<file path="config.mk">
export PLATFORM = sky130hd
export DESIGN_NAME = biquad_lowpass_sample_engine_unit
export DESIGN_NICKNAME = d
export VERILOG_FILES = /design/src/design/blpse_pkg.sv /design/src/design/blpse_ctrl.sv /design/src/design/blpse_datapath.sv /design/src/design/biquad_lowpass_sample_engine_unit.sv
export VERILOG_INCLUDE_DIRS = /design/src /design/src/design
export SDC_FILE = /design/constraint.sdc
export NUM_CORES = 2
export LEC_CHECK = 0
export BUFFER_PORTS_ARGS = -buffer_cell sky130_fd_sc_hd__buf_2
export CORE_ASPECT_RATIO = 0.75
export CORE_UTILIZATION = 44
export CTS_CLUSTER_SIZE = 25
export DETAILED_ROUTE_END_ITERATION = 8
export HOLD_SLACK_MARGIN = 0.05
export PLACE_DENSITY = 0.69
export SETUP_SLACK_MARGIN = 0.5
export SYNTH_ARGS = -nofsm -noshare
export SYNTH_HDL_FRONTEND = slang
export SYNTH_HIERARCHICAL = 1
export SYNTH_SLANG_ARGS = --single-unit
export TNS_END_PERCENT = 10
</file>
<file path="constraint.sdc">
create_clock -name clk -period 9.82 [get_ports clk]
set_input_delay 1.964 -clock clk [delete_from_list [all_inputs] [get_ports clk]]
set_output_delay 1.964 -clock clk [all_outputs]
set_load 0.03 [all_outputs]
</file>
<file path="src/design/biquad_lowpass_sample_engine_unit_defines.svh">
// ----------------------------------------------------------------------------
// Biquad low-pass sample engine: assertion macros
// Shared property shorthands for the engine's RTL, clocked on clk, off in rst.
// ----------------------------------------------------------------------------
`ifndef BIQUAD_LOWPASS_SAMPLE_ENGINE_UNIT_DEFINES_SVH
`define BIQUAD_LOWPASS_SAMPLE_ENGINE_UNIT_DEFINES_SVH

// consequent checked in the same cycle
`define BLPSE_ASSERT_NOW(label, ante, cons, msg) \
  label: assert property (@(posedge clk) disable iff (rst) (ante) |-> (cons)) \
    else $error(msg);

// consequent checked in the following cycle
`define BLPSE_ASSERT_NEXT(label, ante, cons, msg) \
  label: assert property (@(posedge clk) disable iff (rst) (ante) |=> (cons)) \
    else $error(msg);

`endif

</file>
<file path="src/design/blpse_pkg.sv">
// ----------------------------------------------------------------------------
// blpse_pkg
// Widths, register codes, sequencer steps and rounding helpers of the engine.
// ----------------------------------------------------------------------------
package blpse_pkg;

  localparam int SAMPLE_BITS    = 24;
  localparam int COEF_FRAC_BITS = 16;
  localparam int COEF_BITS      = COEF_FRAC_BITS + 4;
  localparam int Y_BITS         = 32;
  localparam int GAIN_BITS      = 16;
  localparam int VOL_BITS       = 8;
  localparam int IN_GAIN_FRAC   = 14;
  localparam int MIX_FRAC       = 20;

  localparam int CFG_IDX_W      = 8;
  localparam int CFG_DATA_W     = 32;

  // shared multiplier: covers y*volume product as the A operand of the mix step
  localparam int MUL_A_W        = Y_BITS + VOL_BITS + 2;
  localparam int MUL_B_W        = COEF_BITS + 1;
  localparam int PROD_W         = MUL_A_W + MUL_B_W;
  localparam int ACC_W          = Y_BITS + COEF_BITS + 4;

  localparam int NUM_TAPS       = 5;
  localparam int TAP_W          = $clog2(NUM_TAPS);

  localparam logic [GAIN_BITS-1:0] IN_GAIN_RESET  = GAIN_BITS'(16384);
  localparam logic [GAIN_BITS-1:0] MIX_GAIN_RESET = GAIN_BITS'(10486);
  localparam logic [VOL_BITS-1:0]  VOLUME_RESET   = VOL_BITS'(100);

  typedef enum logic [CFG_IDX_W-1:0] {
    REG_COEF_B0    = CFG_IDX_W'(0),
    REG_COEF_B1    = CFG_IDX_W'(1),
    REG_COEF_B2    = CFG_IDX_W'(2),
    REG_COEF_FB1   = CFG_IDX_W'(3),
    REG_COEF_FB2   = CFG_IDX_W'(4),
    REG_IN_GAIN    = CFG_IDX_W'(5),
    REG_MIX_GAIN   = CFG_IDX_W'(6),
    REG_OUT_VOLUME = CFG_IDX_W'(7)
  } cfg_reg_t;

  typedef struct packed {
    logic signed [COEF_BITS-1:0] coef_b0;
    logic signed [COEF_BITS-1:0] coef_b1;
    logic signed [COEF_BITS-1:0] coef_b2;
    logic signed [COEF_BITS-1:0] coef_fb1;
    logic signed [COEF_BITS-1:0] coef_fb2;
    logic [GAIN_BITS-1:0]        in_gain;
    logic [GAIN_BITS-1:0]        mix_gain;
    logic [VOL_BITS-1:0]         out_volume;
  } cfg_t;

  typedef enum logic [3:0] {
    ST_IDLE,
    ST_GAIN,
    ST_XSAT,
    ST_MAC,
    ST_ACCL,
    ST_YSAT,
    ST_VOL,
    ST_MIX,
    ST_OSAT
  } state_t;

  typedef struct packed {
    state_t           step;
    logic [TAP_W-1:0] tap;
    logic             load;
    logic             commit;
  } ctl_t;

  // round half up by 2^sh, then clamp to a signed field of the given width
  function automatic logic signed [Y_BITS-1:0] rnd_sat(
    input logic signed [PROD_W-1:0] v,
    input int                       sh,
    input int                       bits
  );
    logic signed [PROD_W:0] t;
    logic signed [PROD_W:0] half;
    logic signed [PROD_W:0] hi;
    logic signed [PROD_W:0] lo;
    half = (PROD_W + 1)'(1) <<< (sh - 1);
    hi   = ((PROD_W + 1)'(1) <<< (bits - 1)) - (PROD_W + 1)'(1);
    lo   = -hi - (PROD_W + 1)'(1);
    t    = ((PROD_W + 1)'(v) + half) >>> sh;
    if (t > hi) begin
      t = hi;
    end else if (t < lo) begin
      t = lo;
    end
    return Y_BITS'(t);
  endfunction

endpackage

</file>
<file path="src/design/blpse_ctrl.sv">
// ----------------------------------------------------------------------------
// blpse_ctrl
// Step sequencer for the shared multiply-accumulate unit.
// ----------------------------------------------------------------------------
module blpse_ctrl (
  input  logic              clk,
  input  logic              rst,
  input  logic              start,
  input  logic              out_free,
  output logic              busy,
  output blpse_pkg::ctl_t   ctl
);
  import blpse_pkg::*;

  state_t           state;
  state_t           state_next;
  logic [TAP_W-1:0] tap;
  logic [TAP_W-1:0] tap_next;

  always_ff @(posedge clk) begin
    if (rst) begin
      state <= ST_IDLE;
      tap   <= '0;
    end else begin
      state <= state_next;
      tap   <= tap_next;
    end
  end

  always_comb begin
    state_next = state;
    tap_next   = tap;
    unique case (state)
      ST_IDLE: begin
        if (start) state_next = ST_GAIN;
      end
      ST_GAIN: state_next = ST_XSAT;
      ST_XSAT: begin
        state_next = ST_MAC;
        tap_next   = '0;
      end
      ST_MAC: begin
        if (tap == TAP_W'(NUM_TAPS - 1)) begin
          state_next = ST_ACCL;
        end else begin
          tap_next = tap + TAP_W'(1);
        end
      end
      ST_ACCL: state_next = ST_YSAT;
      ST_YSAT: state_next = ST_VOL;
      ST_VOL:  state_next = ST_MIX;
      ST_MIX:  state_next = ST_OSAT;
      ST_OSAT: begin
        if (out_free) state_next = ST_IDLE;
      end
      default: state_next = ST_IDLE;
    endcase
  end

  always_comb begin
    busy       = (state != ST_IDLE);
    ctl.step   = state;
    ctl.tap    = tap;
    ctl.load   = (state == ST_IDLE) && start;
    ctl.commit = (state == ST_OSAT) && out_free;
  end

endmodule

</file>
<file path="src/design/blpse_datapath.sv">
// ----------------------------------------------------------------------------
// blpse_datapath
// Shared multiplier, accumulator, round/saturate and filter history.
// ----------------------------------------------------------------------------
module blpse_datapath (
  input  logic                                     clk,
  input  logic                                     rst,
  input  blpse_pkg::ctl_t                          ctl,
  input  blpse_pkg::cfg_t                          cfg,
  input  logic signed [blpse_pkg::SAMPLE_BITS-1:0] in_sample,
  output logic signed [blpse_pkg::SAMPLE_BITS-1:0] result
);
  import blpse_pkg::*;

  logic signed [SAMPLE_BITS-1:0] sample;
  logic signed [SAMPLE_BITS-1:0] x;
  logic signed [SAMPLE_BITS-1:0] x_prev1;
  logic signed [SAMPLE_BITS-1:0] x_prev2;
  logic signed [Y_BITS-1:0]      y;
  logic signed [Y_BITS-1:0]      y_prev1;
  logic signed [Y_BITS-1:0]      y_prev2;
  logic signed [PROD_W-1:0]      prod;
  logic signed [ACC_W-1:0]       acc;

  logic signed [MUL_A_W-1:0]     mul_a;
  logic signed [MUL_B_W-1:0]     mul_b;
  logic                          mul_en;
  logic signed [Y_BITS-1:0]      x_round;
  logic signed [Y_BITS-1:0]      y_round;
  logic signed [Y_BITS-1:0]      out_round;

  always_comb begin
    mul_a  = '0;
    mul_b  = '0;
    mul_en = 1'b1;
    unique case (ctl.step)
      ST_GAIN: begin
        mul_a = MUL_A_W'(sample);
        mul_b = $signed(MUL_B_W'(cfg.in_gain));
      end
      ST_MAC: begin
        unique case (ctl.tap)
          TAP_W'(0): begin
            mul_a = MUL_A_W'(x);
            mul_b = MUL_B_W'(cfg.coef_b0);
          end
          TAP_W'(1): begin
            mul_a = MUL_A_W'(x_prev1);
            mul_b = MUL_B_W'(cfg.coef_b1);
          end
          TAP_W'(2): begin
            mul_a = MUL_A_W'(x_prev2);
            mul_b = MUL_B_W'(cfg.coef_b2);
          end
          TAP_W'(3): begin
            mul_a = MUL_A_W'(y_prev1);
            mul_b = MUL_B_W'(cfg.coef_fb1);
          end
          default: begin
            mul_a = MUL_A_W'(y_prev2);
            mul_b = MUL_B_W'(cfg.coef_fb2);
          end
        endcase
      end
      ST_VOL: begin
        mul_a = MUL_A_W'(y);
        mul_b = $signed(MUL_B_W'(cfg.out_volume));
      end
      ST_MIX: begin
        mul_a = $signed(prod[MUL_A_W-1:0]);
        mul_b = $signed(MUL_B_W'(cfg.mix_gain));
      end
      default: mul_en = 1'b0;
    endcase
  end

  assign x_round   = rnd_sat(prod, IN_GAIN_FRAC, SAMPLE_BITS);
  assign y_round   = rnd_sat(PROD_W'(acc), COEF_FRAC_BITS, Y_BITS);
  assign out_round = rnd_sat(prod, MIX_FRAC, SAMPLE_BITS);
  assign result    = out_round[SAMPLE_BITS-1:0];

  always_ff @(posedge clk) begin
    if (ctl.load) sample <= in_sample;
    if (mul_en) prod <= mul_a * mul_b;
    if (ctl.step == ST_XSAT) begin
      x   <= x_round[SAMPLE_BITS-1:0];
      acc <= '0;
    end else if ((ctl.step == ST_MAC && ctl.tap != '0) || ctl.step == ST_ACCL) begin
      acc <= acc + $signed(prod[ACC_W-1:0]);
    end
    if (ctl.step == ST_YSAT) y <= y_round;
  end

  always_ff @(posedge clk) begin
    if (rst) begin
      x_prev1 <= '0;
      x_prev2 <= '0;
      y_prev1 <= '0;
      y_prev2 <= '0;
    end else if (ctl.commit) begin
      x_prev2 <= x_prev1;
      x_prev1 <= x;
      y_prev2 <= y_prev1;
      y_prev1 <= y;
    end
  end

endmodule

</file>
<file path="src/design/biquad_lowpass_sample_engine_unit.sv">
// ----------------------------------------------------------------------------
// biquad_lowpass_sample_engine_unit
// Direct form I biquad with input gain and mix/volume output scaling.
// ----------------------------------------------------------------------------
// One word in, one word out. A sample is taken when in_valid is high and
// in_stall is low; in_stall then stays high while a single shared 42x21
// multiplier runs eight products in turn (input gain, five filter taps,
// volume, mix) and until the result is committed, so a new sample is taken
// only once the previous result is registered. The result sits in an
// output register until taken; if it is still held when the next one
// finishes, the sequencer waits in its last step. Coefficients are Q4.16,
// in_gain is scaled by 2^-14 and volume times mix_gain by 2^-20; the
// filter output is saturated to 32 bits, the result to 24 bits.
`include "biquad_lowpass_sample_engine_unit_defines.svh"

module biquad_lowpass_sample_engine_unit (
  input  logic                                     clk,
  input  logic                                     rst,
  input  logic                                     in_valid,
  output logic                                     in_stall,
  input  logic signed [blpse_pkg::SAMPLE_BITS-1:0] in_sample,
  output logic                                     out_valid,
  input  logic                                     out_stall,
  output logic signed [blpse_pkg::SAMPLE_BITS-1:0] out_sample,
  input  logic                                     cfg_valid,
  output logic                                     cfg_ready,
  input  logic [blpse_pkg::CFG_IDX_W-1:0]          cfg_index,
  input  logic [blpse_pkg::CFG_DATA_W-1:0]         cfg_data
);
  import blpse_pkg::*;

  cfg_t                          cfg;
  ctl_t                          ctl;
  logic                          busy;
  logic                          start;
  logic                          out_free;
  logic signed [SAMPLE_BITS-1:0] result;

  assign cfg_ready = 1'b1;
  assign in_stall  = busy;
  assign start     = in_valid && !busy;
  assign out_free  = !out_valid || !out_stall;

  always_ff @(posedge clk) begin
    if (rst) begin
      cfg.coef_b0    <= '0;
      cfg.coef_b1    <= '0;
      cfg.coef_b2    <= '0;
      cfg.coef_fb1   <= '0;
      cfg.coef_fb2   <= '0;
      cfg.in_gain    <= IN_GAIN_RESET;
      cfg.mix_gain   <= MIX_GAIN_RESET;
      cfg.out_volume <= VOLUME_RESET;
    end else if (cfg_valid && cfg_ready) begin
      unique case (cfg_reg_t'(cfg_index))
        REG_COEF_B0:    cfg.coef_b0    <= $signed(cfg_data[COEF_BITS-1:0]);
        REG_COEF_B1:    cfg.coef_b1    <= $signed(cfg_data[COEF_BITS-1:0]);
        REG_COEF_B2:    cfg.coef_b2    <= $signed(cfg_data[COEF_BITS-1:0]);
        REG_COEF_FB1:   cfg.coef_fb1   <= $signed(cfg_data[COEF_BITS-1:0]);
        REG_COEF_FB2:   cfg.coef_fb2   <= $signed(cfg_data[COEF_BITS-1:0]);
        REG_IN_GAIN:    cfg.in_gain    <= cfg_data[GAIN_BITS-1:0];
        REG_MIX_GAIN:   cfg.mix_gain   <= cfg_data[GAIN_BITS-1:0];
        REG_OUT_VOLUME: cfg.out_volume <= cfg_data[VOL_BITS-1:0];
        default: ;
      endcase
    end
  end

  blpse_ctrl u_ctrl (
    .clk      (clk),
    .rst      (rst),
    .start    (start),
    .out_free (out_free),
    .busy     (busy),
    .ctl      (ctl)
  );

  blpse_datapath u_datapath (
    .clk       (clk),
    .rst       (rst),
    .ctl       (ctl),
    .cfg       (cfg),
    .in_sample (in_sample),
    .result    (result)
  );

  always_ff @(posedge clk) begin
    if (rst) begin
      out_valid <= 1'b0;
    end else if (ctl.commit) begin
      out_valid <= 1'b1;
    end else if (!out_stall) begin
      out_valid <= 1'b0;
    end
  end

  always_ff @(posedge clk) begin
    if (ctl.commit) out_sample <= result;
  end

  `BLPSE_ASSERT_NEXT(a_busy_after_accept, in_valid && !in_stall, in_stall, "no stall after accept")
  `BLPSE_ASSERT_NOW(a_commit_into_free_slot, ctl.commit, !out_valid || !out_stall, "overwrite")
  `BLPSE_ASSERT_NOW(a_out_from_commit, $rose(out_valid), $past(ctl.commit), "word without commit")
  `BLPSE_ASSERT_NOW(a_tap_in_range, ctl.step == ST_MAC, ctl.tap <= TAP_W'(NUM_TAPS - 1), "bad tap")

endmodule
</file>
== Word level (Yosys, flattened, before mapping) ==
Index checks and enable logic that the tools add are counted.

* Multiplexer cells: 16
* Reductions and logical operators: 26
* Eq/ne operators: 24
* Multipliers: 1
* $lt $le $gt $ge: 6
* Add/subtract/negate cells: 5

{| class="wikitable"
|+ Operators by type and width
! cell !! number
|-
| 42-bit case mux with 4 select lines || 2
|-
| 21-bit case mux with 4 select lines || 2
|-
| 63-bit by 15-bit adder with 64-bit output, second input constant || 1
|-
| 63-bit by 21-bit adder with 64-bit output, second input constant || 1
|-
| 42-bit by 21-bit multiplier with 63-bit output || 1
|-
| 56-bit by 17-bit adder with 57-bit output, second input constant || 1
|-
| 56-bit adder || 1
|-
| 50-bit by 24-bit greater-than comparator with 1-bit output, second input constant || 1
|-
| 50-bit by 24-bit less-than comparator with 1-bit output, second input constant || 1
|-
| 24-bit two-way mux || 2
|-
| 44-bit by 24-bit greater-than comparator with 1-bit output, second input constant || 1
|-
| 44-bit by 24-bit less-than comparator with 1-bit output, second input constant || 1
|-
| 41-bit by 32-bit greater-than comparator with 1-bit output, second input constant || 1
|-
| 41-bit by 32-bit less-than comparator with 1-bit output, second input constant || 1
|-
| 4-bit case mux with 9 select lines || 1
|-
| 8-bit by 3-bit equality test with 1-bit output, second input constant || 4
|-
| 32-bit two-way mux || 1
|-
| 2-bit AND reduction || 9
|-
| 4-bit by 3-bit equality test with 1-bit output, second input constant || 4
|-
| 8-bit by 2-bit equality test with 1-bit output, second input constant || 2
|-
| 4-bit two-way mux || 3
|-
| 4-bit by 2-bit equality test with 1-bit output, second input constant || 2
|-
| 8-bit by 1-bit equality test with 1-bit output, second input constant || 1
|-
| 8-bit logical NOT || 1
|-
| other kinds (21) || 33
|}

* Word-level logic and storage cells: 99
* Register bits after elaboration: 483
* Input port bits: 69
* Output and inout port bits: 27

== Depth between registers and ports, before layout ==
* Word-level depth: 5
* Gate-level depth with buffers: 34
* Gate-level depth less buffers: 31

== Hierarchy ==
The synthesis kept the hierarchy.

{| class="wikitable"
|+ Modules (own cells, without submodules)
! module !! instances !! seq. area each (µm²) !! cells an instance !! area each (µm²)
|-
| blpse_datapath || 1 || 7,657.3 || 5,485 || 48,625.4
|-
| biquad_lowpass_sample_engine_unit || 1 || 3,543.4 || 532 || 6,357.3
|-
| blpse_ctrl || 1 || 140.1 || 45 || 392.9
|}

== Worst setup path after synthesis ==
Ideal clock, no wire load.

* Kind: register to register
* From: register u_ctrl.tap[0]
* To: register u_datapath.prod[60], data pin
* Setup slack: 327 ps
* Required time: 9,562 ps
* Arrival time: 9,235 ps
* Clock period less this slack: 9,493 ps
* Stages on the path, launching flop included: 31
* Setup time: 258 ps
* Buffers on the path: 5
* Cells stage by stage: dfxtp_1 > clkbuf_1 > clkbuf_1 > clkbuf_1 > mux4_2 > mux2i_1 > o21a_1 > clkbuf_1 > nor2_1 > fa_1 > inv_1 > fa_1 > fa_1 > inv_1 > fa_1 > fa_1 > fa_1 > inv_1 > fa_1 > inv_1 > ha_1 > clkbuf_1 > and3_1 > nand3_1 > o31ai_1 > a21oi_1 > o311ai_1 > a31o_2 > a2111oi_0 > or3_1 > xnor2_1

* Word-level cells in the longest chain between the ends: 4
* Elaborated cells on any way between the ends: 9
* Those cells by class: mul (1); eq/ne (3); mux (4); reduce/logical (1)

{| class="wikitable"
|+ Ends and longest elaborated chain
! element !! line !! text
|-
| from (decl) || blpse_ctrl.sv:17 || <nowiki>logic [TAP_W-1:0] tap;</nowiki>
|-
| from (signal assigned) || blpse_ctrl.sv:26 || <nowiki>tap <= tap_next;</nowiki>
|-
| 3-bit by 2-bit equality test with 1-bit output (tied with other cells) || blpse_datapath.sv:42 || <nowiki>unique case (ctl.tap)</nowiki>
|-
| 42-bit case mux with 4 select lines or 21-bit case mux with 4 select lines (tied branches) || blpse_datapath.sv:42 ||
|-
| 42-bit case mux with 4 select lines or 21-bit case mux with 4 select lines (tied branches) || blpse_datapath.sv:36 || <nowiki>unique case (ctl.step)</nowiki>
|-
| 42-bit by 21-bit multiplier with 63-bit output (*) || blpse_datapath.sv:84 || <nowiki>if (mul_en) prod <= mul_a * mul_b;</nowiki>
|-
| to (signal assigned) || blpse_datapath.sv:84 ||
|-
| to (decl) || blpse_datapath.sv:22 || <nowiki>logic signed [PROD_W-1:0] prod;</nowiki>
|}

Every way passes the cells marked *; elsewhere a longest branch is shown, timed or not.
A chain may end at the register's enable or synchronous reset.

== Worst setup path in the final report ==
* From: register u_ctrl.tap[0]
* To: register u_datapath.prod[62], data pin

The elaborated chain is that of the path after synthesis.

==> flow_summary_export.csv <==
group,metric,value,unit
synth,synth.net_count,7203,
synth,synth_xor_area_frac,0.0351,
die,initial_utilization,0.445,
setup_path,timing.critical_path.to_type,"register",
clocking,cts_tree,"built",
detailed_routing,detailroute.via_count,43600,
synth,yosys-top-cells-area,"sky130_fd_sc_hd__fa_1 31%, sky130_fd_sc_hd__dfxtp_1 11%, sky130_fd_sc_hd__edfxtp_1 9.1%",
clocking,cts.path.max_buffers,3,
detailed_routing,routed_wl,171000,um
timing,clock.fmax,109,MHz
detailed_routing,drc,0,
global_routing,global_route.overflow_total,0,
detailed_routing,via_per_inst,5.56,
clocking,clk_root_buffer_cell,"sky130_fd_sc_hd__clkbuf_16",
detailed_routing,postRouteAntennaNets,0,
timing,fin_worst_skew,0.0266,ns
timing,finalSetupViolCount,0,
place,dp_worst_setup_slack,0.206,ns
pwr,power_per_cell_area,122,nW/um^2
synth,synth_top_area_frac,0.311,
synth,postSynth.asyncResetShare,0,
synth,fraction_of_the_mapped_netlist_area_in_adder_cells,0.359,
synth,ranking_of_synthesized_cells_by_instance_count,"1066 x sky130_fd_sc_hd__inv_1, 859 x sky130_fd_sc_hd__fa_1, 823 x sky130_fd_sc_hd__nand2_1",
setup_path,timing.critical_path.mode_cell,"sky130_fd_sc_hd__fa_1",
timing,report.final.hold_viol_count,0,
die,std_cell_rows,112,
final_layout,fin_cells,7844,
place,placed_cells_incl_taps,7693,
place,post-dp-hpwl,133000,um
timing,layout_setup_ws,0.623,ns
timing,transition_at_the_pin_with_the_smallest_max_transition_slack,1.16,ns
synth,ys_seq_elements,483,
detailed_routing,detail_route.iter0.violations,4755,
setup_path,crit_type,"reg2reg",
setup_path,worst-path-max-fanout,15,
final_layout,multi_input_comb_area,39300,sq um
timing,grt_setup_unrepaired,"false",
die,placeableCoreArea,125000,sq um
setup_path,arrival,9.56,ns
hold_path,hold_path_class,"reg2reg",
timing,final.setup.tns,0,ns
run,max_cap_violations,0,
timing,max_slew_margin,0.223,
synth,synth_most_common_cell,"sky130_fd_sc_hd__inv_1",
clocking,worst_skew_pair.late_latency,0.65,ns
synth,post_synth.cell_area_avg,9.13,sq um
die,die_height,309,um
die,die_w,412,um
synth,syn-instance-count,6062,
final_layout,syn_to_final_growth,11.1,%
timing,hold_ws,0.457,ns
synth,synth_top_flop_cell,"sky130_fd_sc_hd__dfxtp_1",
setup_path,critPathLaunchType,"register",
clocking,cts_inserted_buffers,49,
timing,period_needed,9.20,ns
place,gp_congestion,1.00,
pwr,peakVddDrop,0.123,mV
global_routing,grt_max_degree,131,
synth,synthDistinctLibCells,99,
die,pin_count,96,
pwr,leakage_dissipation,28.6,nW
place,port_buffers,82,
synth,synth.yosys.warnings,6,
synth,synth_top_family_by_area,"adder cells",
detailed_routing,drt_first_pass_iters,7,
final_layout,fin_nets,7285,
clocking,ctsHtreeMaxLevel,2,
global_routing,grt.total_usage,0.268,
synth,syn_std_cell_area,55400,sq um
global_routing,grt_antenna_before_repair,7,
final_layout,layout-drive-gt1-share,0.102,
clocking,clk_pin_slew_worst_paths,0.07,ns
synth,synth_top_area_cell,"sky130_fd_sc_hd__fa_1",
clocking,clock_sink_count,483,
detailed_routing,wl_per_cell,21.8,um
timing,slew_violations,0,
setup_path,cpMaxStageDelayCell,"sky130_fd_sc_hd__fa_1",
global_routing,grt_first_pass_wirelength,260000,um
timing,min_period_over_period,0.937,
setup_path,cp_slowest_stage_delay,0.63,ns
outcome,status,"complete, no violations",
global_routing,first_global_vias,43200,
setup_path,required,10.18,ns
synth,number_of_enable_type_register_cells_in_the_synthesized_netlist,167,
final_layout,filler_cell_count,11400,
die,fp.dieArea,127000,sq um
synth,synthSimpleGateAreaFrac,0.153,
final_layout,final-seq-area,11400,sq um
synth,seq_area_frac_synth,0.205,
synth,area_fraction_in_compound_gates_after_synthesis,0.0803,
synth,synthMuxAreaShare,0.0719,
-- state kept, by name (all words and copies together), names as in the netlist --
name / count
u_datapath/sample: 24
u_datapath/x: 24
u_datapath/x_prev2: 24
u_ctrl/tap: 3
out_valid: 1
u_datapath/y: 32
u_ctrl/state: 4
u_datapath/y_prev1: 32
u_datapath/y_prev2: 32
u_datapath/x_prev1: 24
u_datapath/acc: 56
u_datapath/prod: 63
cfg: 140
out_sample: 24
-- worst max-delay path: cells and delay by family, from the launching register on --
| family | cells | cell delay [ns] |
|---|---|---|
| adder cells (fa/ha/maj) | 8 | 3.98 |
| multiplexers | 1 | 0.12 |
| AO/OA/AOI/OAI | 11 | 2.43 |
| flip-flops | 1 | 0.36 |
| buffers and inverters | 10 | 1.65 |
| AND/OR/NAND/NOR | 3 | 0.33 |
-- final cells by class --
class                   instances  share of cell area
diodes                          7            0.000285
inverters                    1068              0.0655
well taps                    1653              0.0336
repair buffers                356              0.0503
clock buffers                  64              0.0217
multi-input cells            4186               0.639
clock inverters                27             0.00505
flip-flops and latches        483               0.185
-- repair_timing --
item / 4_1_cts / 5_1_grt
setup buffers: 16 / 33
resized for setup: 24 / 71
endpoints found under the setup margin: 5 / 13
hold buffers: 0 / 0
endpoints found under the hold margin: 0 / 0
pin swaps: 6 / 14
cloned: 1 / 3
-- per-layer routing --
metal | part of all wire | routed length (um) | up-vias | global-route usage
met2 | 0.40 | 67900 | 2195 | 0.370
met3 | 0.13 | 22800 | 262 | 0.0946
li1 | - | - | 19400 | -
met1 | 0.44 | 75900 | 21800 | 0.398
met4 | 0.022 | 3820 | 10 | 0.0557
met5 | 0.0018 | 301 | - | 0.0142
-- logic make-up after synthesis --
logic type,count (synthesis)
buf+inv,1394
other cells,1
xor+xnor,222
flops,483
mux,344
fa+ha+maj,1072
compound gates,696
simple gates,1850
-- per-stage QoR --
| step | power [mW] | cell area [sq um] | util |
|---|---|---|---|
| after floorplan | 4.03 | 55400 | - |
| after global placement | 5.28 | 58800 | 0.472 |
| after detailed placement | 5.32 | 58800 | 0.472 |
| after CTS | 7.32 | 60700 | 0.488 |
| after global routing | 7.75 | 61500 | 0.494 |
| final | 7.49 | 61500 | 0.494 |
-- cells in the final DEF, fill, tap and decap left out, types with 143 or more instances in the layout --
cell type,n
sky130_fd_sc_hd__edfxtp_1,167
sky130_fd_sc_hd__ha_1,212
sky130_fd_sc_hd__nand2_1,821
sky130_fd_sc_hd__mux2i_1,291
sky130_fd_sc_hd__fa_1,858
sky130_fd_sc_hd__inv_1,1062
sky130_fd_sc_hd__buf_4,217
sky130_fd_sc_hd__o21ai_0,143
sky130_fd_sc_hd__nor2_1,403
sky130_fd_sc_hd__nand2b_1,153
sky130_fd_sc_hd__a21oi_1,192
sky130_fd_sc_hd__dfxtp_1,312
-- worst paths after layout --
kind	from	endpoint	slack, ns	cells after the start
max reg2reg	u_ctrl/tap[0]$_SDFFE_PP0P_	u_datapath/prod[62]$_DFFE_PN_	0.62	33
min	u_datapath/acc[10]$_SDFFE_PN0P_	u_datapath/acc[10]$_SDFFE_PN0P_	0.46	2
min reg2reg	u_datapath/acc[10]$_SDFFE_PN0P_	u_datapath/acc[10]$_SDFFE_PN0P_	0.46	2
max	u_ctrl/tap[0]$_SDFFE_PP0P_	u_datapath/prod[62]$_DFFE_PN_	0.62	33
-- where the power goes --
group / total (mW) / switching (mW) / internal (mW)
sequential: 2.64 / 0.313 / 2.33
combinational: 2.88 / 1.94 / 0.947
clock: 1.97 / 0.876 / 1.10
total: 7.49 / 3.12 / 4.37
(Power assumes the default switching activity.)
